<file path="config.mk">
export PLATFORM = sky130hd
export DESIGN_NAME = superblock_alloc_and_gc_victim_core_flat
export DESIGN_NICKNAME = d
export VERILOG_FILES = /design/src/sbgc_pkg.sv /design/src/sbgc_if.sv /design/src/sbgc_table.sv /design/src/sbgc_ctrl.sv /design/src/superblock_alloc_and_gc_victim_core.sv /design/src/flat_wrapper.sv
export SDC_FILE = /design/constraint.sdc
export NUM_CORES = 2
export LEC_CHECK = 0
export BUFFER_PORTS_ARGS = -buffer_cell sky130_fd_sc_hd__buf_2
export CAP_MARGIN = 15
export CORE_AREA = 4 4 477 479
export CTS_CLUSTER_DIAMETER = 120
export DETAILED_ROUTE_END_ITERATION = 7
export DIE_AREA = 0 0 481 483
export MAX_ROUTING_LAYER = met4
export PLACE_DENSITY = 0.68
export SLEW_MARGIN = 20
export SYNTH_ARGS = -nofsm -noshare
export SYNTH_HDL_FRONTEND = slang
export SYNTH_SLANG_ARGS = --single-unit
</file>
<file path="constraint.sdc">
create_clock -name clk -period 7.69 [get_ports clk]
set_input_delay 0.769 -clock clk [delete_from_list [all_inputs] [get_ports clk]]
set_output_delay 0.769 -clock clk [all_outputs]
set_load 0.02 [all_outputs]
</file>
<file path="src/sbgc_pkg.sv">
// Shared constants, entry layout and inter-module structs for the superblock allocator.
package sbgc_pkg;

  // Table geometry
  localparam int SB_COUNT    = 64;
  localparam int TYPE_COUNT  = 4;
  localparam int INVALID_MAX = 4095;

  localparam int SB_IDX_W = $clog2(SB_COUNT);
  localparam int CNT_W    = SB_IDX_W + 1;
  localparam int FREE_W   = 7;
  localparam int EC_W     = 20;
  localparam int INV_W    = 12;
  localparam int AMT_W    = 12;
  localparam int TYPE_W   = 2;
  localparam int MODE_W   = 3;
  localparam int THR_W    = 7;

  localparam logic [EC_W-1:0]  EC_MAX    = '1;
  localparam logic [THR_W-1:0] THR_RESET = THR_W'(6);

  // Operation codes
  localparam logic [MODE_W-1:0] MODE_ADD_INV   = MODE_W'(0);
  localparam logic [MODE_W-1:0] MODE_MARK_FULL = MODE_W'(1);
  localparam logic [MODE_W-1:0] MODE_OPEN      = MODE_W'(2);
  localparam logic [MODE_W-1:0] MODE_VICTIM    = MODE_W'(3);
  localparam logic [MODE_W-1:0] MODE_RECLAIM   = MODE_W'(4);

  // One superblock table entry
  typedef struct packed {
    logic [EC_W-1:0]   wear_cnt;
    logic              is_free;
    logic [TYPE_W-1:0] owner_type;
    logic              is_full;
    logic [INV_W-1:0]  invalid_sum;
  } sb_entry_t;

  localparam sb_entry_t SB_ENTRY_RESET = '{
    wear_cnt:    '0,
    is_free:     1'b1,
    owner_type:  '0,
    is_full:     1'b0,
    invalid_sum: '0
  };

  // Table access from the sequencer
  typedef struct packed {
    logic                rd_en;
    logic [SB_IDX_W-1:0] rd_addr;
    logic                wr_en;
    logic [SB_IDX_W-1:0] wr_addr;
    sb_entry_t           wr_data;
  } tbl_req_t;

  // Finished result handed to the output stage
  typedef struct packed {
    logic [SB_IDX_W-1:0] chosen_index;
    logic                found;
    logic [FREE_W-1:0]   free_left;
  } res_t;

endpackage

</file>
<file path="src/sbgc_if.sv">
// Handshake channel interfaces: operation input, result output and threshold write.
interface sbgc_in_if;
  import sbgc_pkg::*;
  logic                valid;
  logic                ready;
  logic [MODE_W-1:0]   mode;
  logic [SB_IDX_W-1:0] sb_index;
  logic [AMT_W-1:0]    amount;
  logic [TYPE_W-1:0]   sb_type;

  modport source (output valid, mode, sb_index, amount, sb_type, input ready);
  modport sink   (input valid, mode, sb_index, amount, sb_type, output ready);
endinterface

interface sbgc_out_if;
  import sbgc_pkg::*;
  logic                valid;
  logic                ready;
  logic [SB_IDX_W-1:0] chosen_index;
  logic                found;
  logic                gc_needed;
  logic [FREE_W-1:0]   free_left;

  modport source (output valid, chosen_index, found, gc_needed, free_left, input ready);
  modport sink   (input valid, chosen_index, found, gc_needed, free_left, output ready);
endinterface

interface sbgc_cfg_if;
  import sbgc_pkg::*;
  logic             valid;
  logic             ready;
  logic [THR_W-1:0] gc_threshold;

  modport source (output valid, gc_threshold, input ready);
  modport sink   (input valid, gc_threshold, output ready);
endinterface

</file>
<file path="src/sbgc_table.sv">
// Superblock table: single-port-write, registered-read memory with per-entry valid bits.
module sbgc_table (
  input  logic               clk,
  input  logic               rst_n,
  input  sbgc_pkg::tbl_req_t req,
  output sbgc_pkg::sb_entry_t rd_data
);
  import sbgc_pkg::*;

  sb_entry_t           mem [SB_COUNT];
  logic [SB_COUNT-1:0] valid_r;
  sb_entry_t           rd_data_r;
  logic                rd_vld_r;

  // storage array, no reset
  always_ff @(posedge clk) begin
    if (req.wr_en) begin
      mem[req.wr_addr] <= req.wr_data;
    end
    if (req.rd_en) begin
      rd_data_r <= mem[req.rd_addr];
    end
  end

  // valid bits: unwritten entries read as the reset entry
  always_ff @(posedge clk) begin
    if (!rst_n) begin
      valid_r  <= '0;
      rd_vld_r <= 1'b0;
    end else begin
      if (req.wr_en) begin
        valid_r[req.wr_addr] <= 1'b1;
      end
      if (req.rd_en) begin
        rd_vld_r <= valid_r[req.rd_addr];
      end
    end
  end

  assign rd_data = rd_vld_r ? rd_data_r : SB_ENTRY_RESET;

endmodule

</file>
<file path="src/sbgc_ctrl.sv">
// Sequencer: read-modify-write of one entry, or a full table scan for open and victim search.
module sbgc_ctrl (
  input  logic                clk,
  input  logic                rst_n,
  sbgc_in_if.sink             in_ch,
  output sbgc_pkg::res_t      res,
  output logic                res_vld,
  input  logic                res_rdy,
  output sbgc_pkg::tbl_req_t  tbl_req,
  input  sbgc_pkg::sb_entry_t tbl_rd
);
  import sbgc_pkg::*;

  typedef enum logic [2:0] {
    S_IDLE,
    S_MOD,
    S_SCAN,
    S_COMMIT,
    S_DONE
  } state_t;

  state_t              state_r, state_nxt;
  logic [MODE_W-1:0]   mode_r;
  logic [SB_IDX_W-1:0] idx_r;
  logic [AMT_W-1:0]    amount_r;
  logic [TYPE_W-1:0]   type_r;
  logic [CNT_W-1:0]    issue_cnt_r;
  logic                cmp_vld_r;
  logic [SB_IDX_W-1:0] cmp_idx_r;
  logic                have_r;
  logic [SB_IDX_W-1:0] best_idx_r;
  logic [EC_W-1:0]     best_key_r;
  sb_entry_t           best_ent_r;
  logic [FREE_W-1:0]   free_total_r;
  logic [SB_IDX_W-1:0] res_chosen_r;
  logic                res_found_r;

  sb_entry_t           ent_mod;
  logic [INV_W:0]      inv_sum;
  logic                scan_open;
  logic                scan_hit;
  logic                scan_end;
  logic                have_upd;
  logic [EC_W-1:0]     scan_key;
  logic                issue_on;

  // entry update for single-entry operations
  always_comb begin
    ent_mod = tbl_rd;
    inv_sum = {1'b0, tbl_rd.invalid_sum} + {1'b0, amount_r};
    case (mode_r)
      MODE_ADD_INV: begin
        if (inv_sum > (INV_W+1)'(INVALID_MAX)) begin
          ent_mod.invalid_sum = INV_W'(INVALID_MAX);
        end else begin
          ent_mod.invalid_sum = inv_sum[INV_W-1:0];
        end
      end
      MODE_MARK_FULL: begin
        if (!tbl_rd.is_free) begin
          ent_mod.is_full = 1'b1;
        end
      end
      MODE_RECLAIM: begin
        if (!tbl_rd.is_free) begin
          if (tbl_rd.wear_cnt != EC_MAX) begin
            ent_mod.wear_cnt = tbl_rd.wear_cnt + EC_W'(1);
          end
          ent_mod.is_free     = 1'b1;
          ent_mod.is_full     = 1'b0;
          ent_mod.owner_type  = '0;
          ent_mod.invalid_sum = '0;
        end
      end
      default: ;
    endcase
  end

  // scan compare: least erase count among free, or most invalid among full in-use
  always_comb begin
    scan_open = (mode_r == MODE_OPEN);
    scan_key  = scan_open ? tbl_rd.wear_cnt : EC_W'(tbl_rd.invalid_sum);
    if (scan_open) begin
      scan_hit = cmp_vld_r && tbl_rd.is_free && (!have_r || (scan_key < best_key_r));
    end else begin
      scan_hit = cmp_vld_r && !tbl_rd.is_free && tbl_rd.is_full && (scan_key > best_key_r);
    end
    scan_end = cmp_vld_r && (cmp_idx_r == SB_IDX_W'(SB_COUNT - 1));
    have_upd = have_r || scan_hit;
    issue_on = (state_r == S_SCAN) && !issue_cnt_r[CNT_W-1];
  end

  // next state and table port
  always_comb begin
    state_nxt = state_r;
    tbl_req   = '0;
    unique case (state_r)
      S_IDLE: begin
        if (in_ch.valid) begin
          tbl_req.rd_en   = 1'b1;
          tbl_req.rd_addr = in_ch.sb_index;
          unique case (in_ch.mode) inside
            MODE_ADD_INV, MODE_MARK_FULL, MODE_RECLAIM: begin
              state_nxt = (int'(in_ch.sb_index) < SB_COUNT) ? S_MOD : S_DONE;
            end
            MODE_OPEN: begin
              state_nxt = (int'(in_ch.sb_type) < TYPE_COUNT) ? S_SCAN : S_DONE;
            end
            MODE_VICTIM: begin
              state_nxt = S_SCAN;
            end
            default: begin
              state_nxt = S_DONE;
            end
          endcase
        end
      end
      S_MOD: begin
        tbl_req.wr_en   = 1'b1;
        tbl_req.wr_addr = idx_r;
        tbl_req.wr_data = ent_mod;
        state_nxt       = S_DONE;
      end
      S_SCAN: begin
        tbl_req.rd_en   = issue_on;
        tbl_req.rd_addr = issue_cnt_r[SB_IDX_W-1:0];
        if (scan_end) begin
          state_nxt = (scan_open && have_upd) ? S_COMMIT : S_DONE;
        end
      end
      S_COMMIT: begin
        tbl_req.wr_en              = 1'b1;
        tbl_req.wr_addr            = best_idx_r;
        tbl_req.wr_data            = best_ent_r;
        tbl_req.wr_data.is_free    = 1'b0;
        tbl_req.wr_data.is_full    = 1'b0;
        tbl_req.wr_data.owner_type = type_r;
        state_nxt                  = S_DONE;
      end
      S_DONE: begin
        if (res_rdy) begin
          state_nxt = S_IDLE;
        end
      end
      default: begin
        state_nxt = S_IDLE;
      end
    endcase
  end

  // state, free count, scan tracking and result registers
  always_ff @(posedge clk) begin
    if (!rst_n) begin
      state_r      <= S_IDLE;
      free_total_r <= FREE_W'(SB_COUNT);
      cmp_vld_r    <= 1'b0;
      have_r       <= 1'b0;
      issue_cnt_r  <= '0;
    end else begin
      state_r   <= state_nxt;
      cmp_vld_r <= issue_on;
      cmp_idx_r <= issue_cnt_r[SB_IDX_W-1:0];
      case (state_r)
        S_IDLE: begin
          if (in_ch.valid) begin
            mode_r       <= in_ch.mode;
            idx_r        <= in_ch.sb_index;
            amount_r     <= in_ch.amount;
            type_r       <= in_ch.sb_type;
            issue_cnt_r  <= '0;
            have_r       <= 1'b0;
            best_idx_r   <= '0;
            best_key_r   <= '0;
            res_chosen_r <= in_ch.sb_index;
            res_found_r  <= 1'b0;
          end
        end
        S_MOD: begin
          if ((mode_r == MODE_RECLAIM) && !tbl_rd.is_free &&
              (free_total_r < FREE_W'(SB_COUNT))) begin
            free_total_r <= free_total_r + FREE_W'(1);
          end
        end
        S_SCAN: begin
          if (issue_on) begin
            issue_cnt_r <= issue_cnt_r + CNT_W'(1);
          end
          if (scan_hit) begin
            have_r     <= 1'b1;
            best_idx_r <= cmp_idx_r;
            best_key_r <= scan_key;
            best_ent_r <= tbl_rd;
          end
          if (scan_end && !scan_open) begin
            res_chosen_r <= scan_hit ? cmp_idx_r : best_idx_r;
            res_found_r  <= have_upd;
          end
        end
        S_COMMIT: begin
          res_chosen_r <= best_idx_r;
          res_found_r  <= 1'b1;
          if (free_total_r != '0) begin
            free_total_r <= free_total_r - FREE_W'(1);
          end
        end
        default: ;
      endcase
    end
  end

  assign in_ch.ready      = (state_r == S_IDLE);
  assign res_vld          = (state_r == S_DONE);
  assign res.chosen_index = res_chosen_r;
  assign res.found        = res_found_r;
  assign res.free_left    = free_total_r;

endmodule

</file>
<file path="src/superblock_alloc_and_gc_victim_core.sv">
// Single-entry ops (add/mark/reclaim) read the entry, write it back, then hand the result on;
// victim and open scan all 64 entries, and open then writes the chosen entry. One operation
// at a time: the next word is taken once the result has moved into the output register.
// The table memory's one read port, one entry per cycle, sets the scan length.
// Reset (rst_n, synchronous): all superblocks free and zeroed, free count 64, threshold 6;
// entry valid bits clear at once, so no clearing pass is needed.
module superblock_alloc_and_gc_victim_core (
  input  logic      clk,
  input  logic      rst_n,
  sbgc_in_if.sink   in_ch,
  sbgc_out_if.source out_ch,
  sbgc_cfg_if.sink  cfg_ch
);
  import sbgc_pkg::*;

  tbl_req_t            tbl_req;
  sb_entry_t           tbl_rd;
  res_t                res;
  logic                res_vld;
  logic                res_rdy;
  logic [THR_W-1:0]    gc_threshold_r;
  logic                out_valid_r;
  logic [SB_IDX_W-1:0] out_chosen_r;
  logic                out_found_r;
  logic                out_gc_r;
  logic [FREE_W-1:0]   out_free_r;

  sbgc_table u_table (
    .clk     (clk),
    .rst_n   (rst_n),
    .req     (tbl_req),
    .rd_data (tbl_rd)
  );

  sbgc_ctrl u_ctrl (
    .clk     (clk),
    .rst_n   (rst_n),
    .in_ch   (in_ch),
    .res     (res),
    .res_vld (res_vld),
    .res_rdy (res_rdy),
    .tbl_req (tbl_req),
    .tbl_rd  (tbl_rd)
  );

  // threshold register
  always_ff @(posedge clk) begin
    if (!rst_n) begin
      gc_threshold_r <= THR_RESET;
    end else if (cfg_ch.valid) begin
      gc_threshold_r <= cfg_ch.gc_threshold;
    end
  end

  assign cfg_ch.ready = 1'b1;

  // output register stage
  assign res_rdy = !out_valid_r || out_ch.ready;

  always_ff @(posedge clk) begin
    if (!rst_n) begin
      out_valid_r <= 1'b0;
    end else begin
      if (res_vld && res_rdy) begin
        out_valid_r  <= 1'b1;
        out_chosen_r <= res.chosen_index;
        out_found_r  <= res.found;
        out_free_r   <= res.free_left;
        out_gc_r     <= (res.free_left <= gc_threshold_r);
      end else if (out_ch.ready) begin
        out_valid_r <= 1'b0;
      end
    end
  end

  assign out_ch.valid        = out_valid_r;
  assign out_ch.chosen_index = out_chosen_r;
  assign out_ch.found        = out_found_r;
  assign out_ch.gc_needed    = out_gc_r;
  assign out_ch.free_left    = out_free_r;

endmodule

</file>
<file path="src/flat_wrapper.sv">
// flat-port wrapper written by rule: the top's interface ports become plain ports
module superblock_alloc_and_gc_victim_core_flat import sbgc_pkg::*;
  (clk, rst_n, in_ch_valid, in_ch_mode, in_ch_sb_index, in_ch_amount, in_ch_sb_type, in_ch_ready, out_ch_valid, out_ch_chosen_index, out_ch_found, out_ch_gc_needed, out_ch_free_left, out_ch_ready, cfg_ch_valid, cfg_ch_gc_threshold, cfg_ch_ready);
  sbgc_in_if in_ch_i ();
  sbgc_out_if out_ch_i ();
  sbgc_cfg_if cfg_ch_i ();
  input  logic clk;
  input  logic rst_n;
  input wire logic [$bits(in_ch_i.valid)-1:0] in_ch_valid;
  input wire logic [$bits(in_ch_i.mode)-1:0] in_ch_mode;
  input wire logic [$bits(in_ch_i.sb_index)-1:0] in_ch_sb_index;
  input wire logic [$bits(in_ch_i.amount)-1:0] in_ch_amount;
  input wire logic [$bits(in_ch_i.sb_type)-1:0] in_ch_sb_type;
  output wire logic [$bits(in_ch_i.ready)-1:0] in_ch_ready;
  output wire logic [$bits(out_ch_i.valid)-1:0] out_ch_valid;
  output wire logic [$bits(out_ch_i.chosen_index)-1:0] out_ch_chosen_index;
  output wire logic [$bits(out_ch_i.found)-1:0] out_ch_found;
  output wire logic [$bits(out_ch_i.gc_needed)-1:0] out_ch_gc_needed;
  output wire logic [$bits(out_ch_i.free_left)-1:0] out_ch_free_left;
  input wire logic [$bits(out_ch_i.ready)-1:0] out_ch_ready;
  input wire logic [$bits(cfg_ch_i.valid)-1:0] cfg_ch_valid;
  input wire logic [$bits(cfg_ch_i.gc_threshold)-1:0] cfg_ch_gc_threshold;
  output wire logic [$bits(cfg_ch_i.ready)-1:0] cfg_ch_ready;
  assign in_ch_i.valid = in_ch_valid;
  assign in_ch_i.mode = in_ch_mode;
  assign in_ch_i.sb_index = in_ch_sb_index;
  assign in_ch_i.amount = in_ch_amount;
  assign in_ch_i.sb_type = in_ch_sb_type;
  assign in_ch_ready = in_ch_i.ready;
  assign out_ch_valid = out_ch_i.valid;
  assign out_ch_chosen_index = out_ch_i.chosen_index;
  assign out_ch_found = out_ch_i.found;
  assign out_ch_gc_needed = out_ch_i.gc_needed;
  assign out_ch_free_left = out_ch_i.free_left;
  assign out_ch_i.ready = out_ch_ready;
  assign cfg_ch_i.valid = cfg_ch_valid;
  assign cfg_ch_i.gc_threshold = cfg_ch_gc_threshold;
  assign cfg_ch_ready = cfg_ch_i.ready;
  superblock_alloc_and_gc_victim_core u_core (.clk(clk), .rst_n(rst_n), .in_ch(in_ch_i), .out_ch(out_ch_i), .cfg_ch(cfg_ch_i));
endmodule
</file>
== Word-level counts from Yosys, hierarchy flattened ==
Memories as Yosys holds them, arrays and structs flattened. A register that Yosys moved wholly into a read port is not among the register bits.
Index checks and enable logic that the tools add are counted.

* Input bits: 35
* Output and inout bits: 18
* Memories: 1
* Bits in writable memories: 2304
* Bits in registers: 201

{| class="wikitable"
|+ Memories
! name !! words !! width !! read ports !! clocked after memory_dff !! wr ports !! line !! text
|-
| u_core.u_table.mem || 64 || 36 || 1 || 1 || 1 || sbgc_table.sv:10 || <nowiki>sb_entry_t mem [SB_COUNT];</nowiki>
|}

* Add/sub/neg operators: 5
* $lt $le $gt $ge: 8
* Eq/ne operators: 21
* Reductions and logical operators: 42
* Mux-type cells: 47
* Bitwise operators: 1

{| class="wikitable"
|+ Operators by type and width
! kind !! count
|-
| $pmux 43 s2 || 1
|-
| $mux 20 || 4
|-
| $mux 36 || 2
|-
| $or 64x64->64 || 1
|-
| $pmux 7 s2 || 3
|-
| $pmux 20 s2 || 1
|-
| $mux 7 || 5
|-
| $mux 6 || 4
|-
| $pmux 12 s2 || 1
|-
| $mux 23 || 1
|-
| $reduce_and 3->1 || 7
|-
| $add 20x1->20 const B || 1
|-
| $gt 20x20->1 || 1
|-
| $lt 20x20->1 || 1
|-
| $ne 20x20->1 const B || 1
|-
| $pmux 6 s3 || 1
|-
| $eq 3x2->1 const B || 5
|-
| $add 7x1->7 const B || 2
|-
| $lt 6x7->1 const B || 2
|-
| $ne 2x2->1 const B || 7
|-
| $add 12x12->13 || 1
|-
| $gt 13x12->1 const B || 1
|-
| $logic_and 1x1->1 || 13
|-
| $mux 12 || 1
|-
| 27 further kinds || 57
|}

== Logic depth before layout (Yosys ltp) ==
* Depth after elaboration: 11
* Depth in mapped cells: 17
* Mapped depth without buffers: 13

== By module ==
From an unflattened synthesis, not the netlist that was laid out.

* Cell total of the unflattened synthesis: 4451
* Area, all modules: 98933.6 um2

{| class="wikitable"
|+ Modules (own cells, without submodules)
! module !! cells an instance !! times used !! area each (um2) !! sequential area each (um2)
|-
| sbgc_table || 3677 || 1 || 91073.6 || 71568.6
|-
| sbgc_ctrl || 706 || 1 || 6931.6 || 3203.1
|-
| superblock_alloc_and_gc_victim_core || 68 || 1 || 928.4 || 610.6
|}

== Worst setup path after synthesis ==
No wires, ideal clock.

* Path type: register -> register
* From: register u_core.u_table.rd_vld_r
* To: memory u_core.u_table.mem[0][10] (netlist bit) (data pin)
* Arrival: 5.975 ns
* Period minus slack after synthesis: 6.676 ns
* Cell stages (with the launch flop): 18
* Path slack: 1.014 ns
* Buffers on the path: 6
* Setup time: 0.702 ns
* Path through: dfxtp_1 -> buf_2 -> buf_4 -> clkbuf_1 -> clkbuf_1 -> clkbuf_1 -> and2_1 -> ha_1 -> ha_1 -> a21oi_1 -> o32ai_1 -> a31oi_1 -> maj3_1 -> o21ai_0 -> a21o_1 -> buf_2 -> nor2_1 -> o21ai_0

{| class="wikitable"
|+ RTL lines
! item !! line !! text
|-
| from (decl) || sbgc_table.sv:13 || <nowiki>logic rd_vld_r;</nowiki>
|-
| from (signal assigned) || sbgc_table.sv:35 || <nowiki>rd_vld_r <= valid_r[req.rd_addr];</nowiki>
|-
| to (decl) || sbgc_table.sv:10 ||
|}

==> qor.txt <==
Yosys reg bits: 2409
Cell Area, Synth: 98000 µm²
vias: 65100
Worst-Margin Slew: 1330 ps
Via-to-Cell Ratio: 5.96
syn_nets: 7861
crit-path cells: buf_4 > and2_1 > ha_1 > ha_1 > a21oi_1 > o32ai_1 > a31oi_1 > maj3_1 > o21ai_0 > a21o_1 > nor2_1 > o21ai_4 > buf_4
leakage: 36.9 nW
Port-buffer cells: 49
CTS tree: done
Switching Fraction: 24.6%
Worst Path Required: 8340 ps
DRT antenna net count: 0
Pwr per Cell Area: 256 nW/µm²
die area: 232000 µm²
initial antenna violation count: 10
Clock power frac: 38.8%
post-cts hold buffer count: 0
core area: 224000 µm²
overall power: 28.0 mW
peak supply drop: 0.217 mV
skew final: 65.9 ps
Post-CTS Resized: 0
combinational power share: 9.6%
grt total ovfl: 0
Die Span Y: 483 µm
Arr. time, crit path: 5910 ps
CP Launch Type: register
status: finished clean
Critical Path Max Stage Delay: 870 ps
Int Power: 21.1 mW
RSZ-0062 raised after global routing: no
Syn Area/Cell: 12.6 µm²
first-pass GRT wire length: 397000 µm
# IOs: 53
number of global-route vias before repair: 61000
clock root buffer master: clkbuf_16
DRT Pass-1 Iters: 8
Post-Route WL: 273000 µm
clk sinks: 2409
Worst Setup End Kind: register
Synth cell types: 74
Top FF cell, synth: edfxtp_1
most frequent cells in the layout: edfxtp_1 (2317), nand2_1 (2314), nand3_1 (1128)
Async SR Flop Fraction: 0%
initial DRC count: 9309
NetSw: 6.91 mW
Synth warnings: 0
final critical-path required period: 5270 ps
DP HPWL: 143000 µm
fillcell total: 18800
final setup vio count: 0
Setup CP Type: reg -> reg
share of layout cells above drive strength 1: 9.16%
Clock Pin Slew Worst Setup and Hold Paths: 60 ps
Starting Density: 43.8%
CTS Buf Count: 226
Placed Cells incl. Taps: 10500
most common cell after layout, fill and taps aside: edfxtp_1
slowest stage cell, crit path: o21ai_4
Global Route Usage Sum: 23.4%
Hold Vio Cnt, Final: 0
Final Cycle Share: 68.5%
CTS H-tree lvls: 4
setup bufs post-CTS: 0
worst-skew pair later-pin latency: 890 ps
Post-synth EDFFs: 2317
layout net count: 7809
GP Congestion: 0.886
slew margin rel.: 11.1%
register area share after synthesis: 72.9%
Rows: 174
die width: 481 µm
Seq pwr share: 51.6%
post-route setup TNS: 0 ps
largest net degree at the start of global routing: 145
HP Class: in -> reg
Synth Instances: 7785
CTS max path bufs: 3
routed length per instance: 25.0 µm
count of pins over their slew limit: 0
DRC errors left: 0
P&R area growth vs syn: 11.9%
max-cap check violation count: 0
Peak Freq: 190 MHz
CP Max Fanout: 53
Non-Filler Instances: 10900
-- cell families after synthesis --
kind of cell	Yosys count	share of synthesized area, %
AND/OR/NAND/NOR	3867	16.9
flip-flops	2409	72.9
AO/OA/AOI/OAI	798	6.00
buffers and inverters	594	2.79
adder cells (fa/ha/maj)	44	0.562
multiplexers	37	0.496
XOR/XNOR	35	0.313
other	1	0.00383
-- power by group through the flow --
stage / Sequential [mW] / Clock (mW) / Combinational [mW]
global route: 14.5 / 11.6 / 2.91
floorplan: 14.7 / 0 / 1.76
finish: 14.5 / 10.9 / 2.70
detailed placement: 14.7 / 0 / 2.65
CTS: 14.5 / 11.0 / 2.66
global placement: 14.7 / 0 / 2.60
-- critical path: cells and delay by family, from the launching register on --
kind / cells / cell delay (ps)
buffers and inverters: 2 / 920
AOI/OAI and AO/OA: 6 / 2260
and+or+nand+nor: 2 / 510
DFF: 1 / 310
adders and majority gates: 3 / 970
-- layout make-up --
type	count	area (µm²)	share of cell area (%)
Sequential cell	2409	71400	65.1
Multi-Input combinational cell	4782	24700	22.6
Clock buffer	269	5920	5.40
Tap cell	2992	3740	3.41
Timing Repair Buffer	255	2230	2.03
Clock inverter	154	1330	1.21
Inverter	59	221	0.202
Antenna cell	10	25.0	0.0228
-- stage by stage --
stage                     hold WS (ps)  area [µm²]  util, %  setup slack [ps]
after floorplan                    400       98000        -              1010
after global placement             402      102000     45.7              2680
after detailed placement           405      102000     45.7              2560
after CTS                         59.3      110000     49.0              2510
after global routing              78.6      110000     49.0              2190
final                              115      110000     49.0              2420
-- cells in the mapped netlist (17+ instances only) --
master	number	share of area [%]
a21oi_1	134	0.68
nand2_1	2315	8.9
inv_1	58	0.22
nand3_1	1128	5.8
clkbuf_1	287	1.1
o21a_1	71	0.54
a211oi_1	37	0.28
mux2i_1	26	0.27
and3_1	150	0.96
edfxtp_1	2317	71
a31oi_1	77	0.49
xnor2_1	24	0.21
buf_1	19	0.073
and2_1	26	0.17
nor2_1	163	0.62
buf_4	55	0.42
buf_2	163	0.83
a311oi_1	342	3.1
o21ai_0	62	0.32
dfxtp_1	92	1.9
nor3_1	17	0.087
ha_1	40	0.51
-- path summary, 6_finish.rpt --
check	from	end	slack, ps	cells after the start
setup / recovery	u_core.u_table.rd_vld_r$_SDFFE_PN0P_	u_core.u_table.mem[33][1]$_DFFE_PP_	2420	13
hold reg to reg	u_core.u_ctrl.res_chosen_r[4]$_DFFE_PP_	u_core.out_ch.chosen_index[4]$_DFFE_PP_	420	0
hold / removal	in_ch_amount[0]	u_core.u_ctrl.amount_r[0]$_DFFE_PP_	120	1
setup reg to reg	u_core.u_table.rd_vld_r$_SDFFE_PN0P_	u_core.u_table.mem[33][1]$_DFFE_PP_	2420	13
-- state kept, by name, indices dropped and copies added, names as in the netlist, 3 cells and up --
signal                      cells
u_core.gc_threshold_r           7
u_core.out_ch.chosen_index      6
u_core.out_ch.free_left         7
u_core.u_ctrl.amount_r         12
u_core.u_ctrl.best_ent_r       32
u_core.u_ctrl.best_idx_r        6
u_core.u_ctrl.best_key_r       20
u_core.u_ctrl.cmp_idx_r         6
u_core.u_ctrl.free_total_r      7
u_core.u_ctrl.idx_r             6
u_core.u_ctrl.issue_cnt_r       7
u_core.u_ctrl.mode_r            3
u_core.u_ctrl.res_chosen_r      6
u_core.u_ctrl.state_r           3
u_core.u_table.mem           2176
u_core.u_table.rd_data_r       34
u_core.u_table.valid_r         64
-- layer usage --
metal | global-route usage, % | wire length [µm] | up-vias
li1 | - | - | 28500
met1 | 31.9 | 108000 | 32400
met2 | 35.4 | 126000 | 3737
met3 | 4.54 | 30000 | 555
met4 | 7.99 | 9140 | 0
met5 | - | 0 | -
Note: power is estimated with default switching activity, not from simulation.
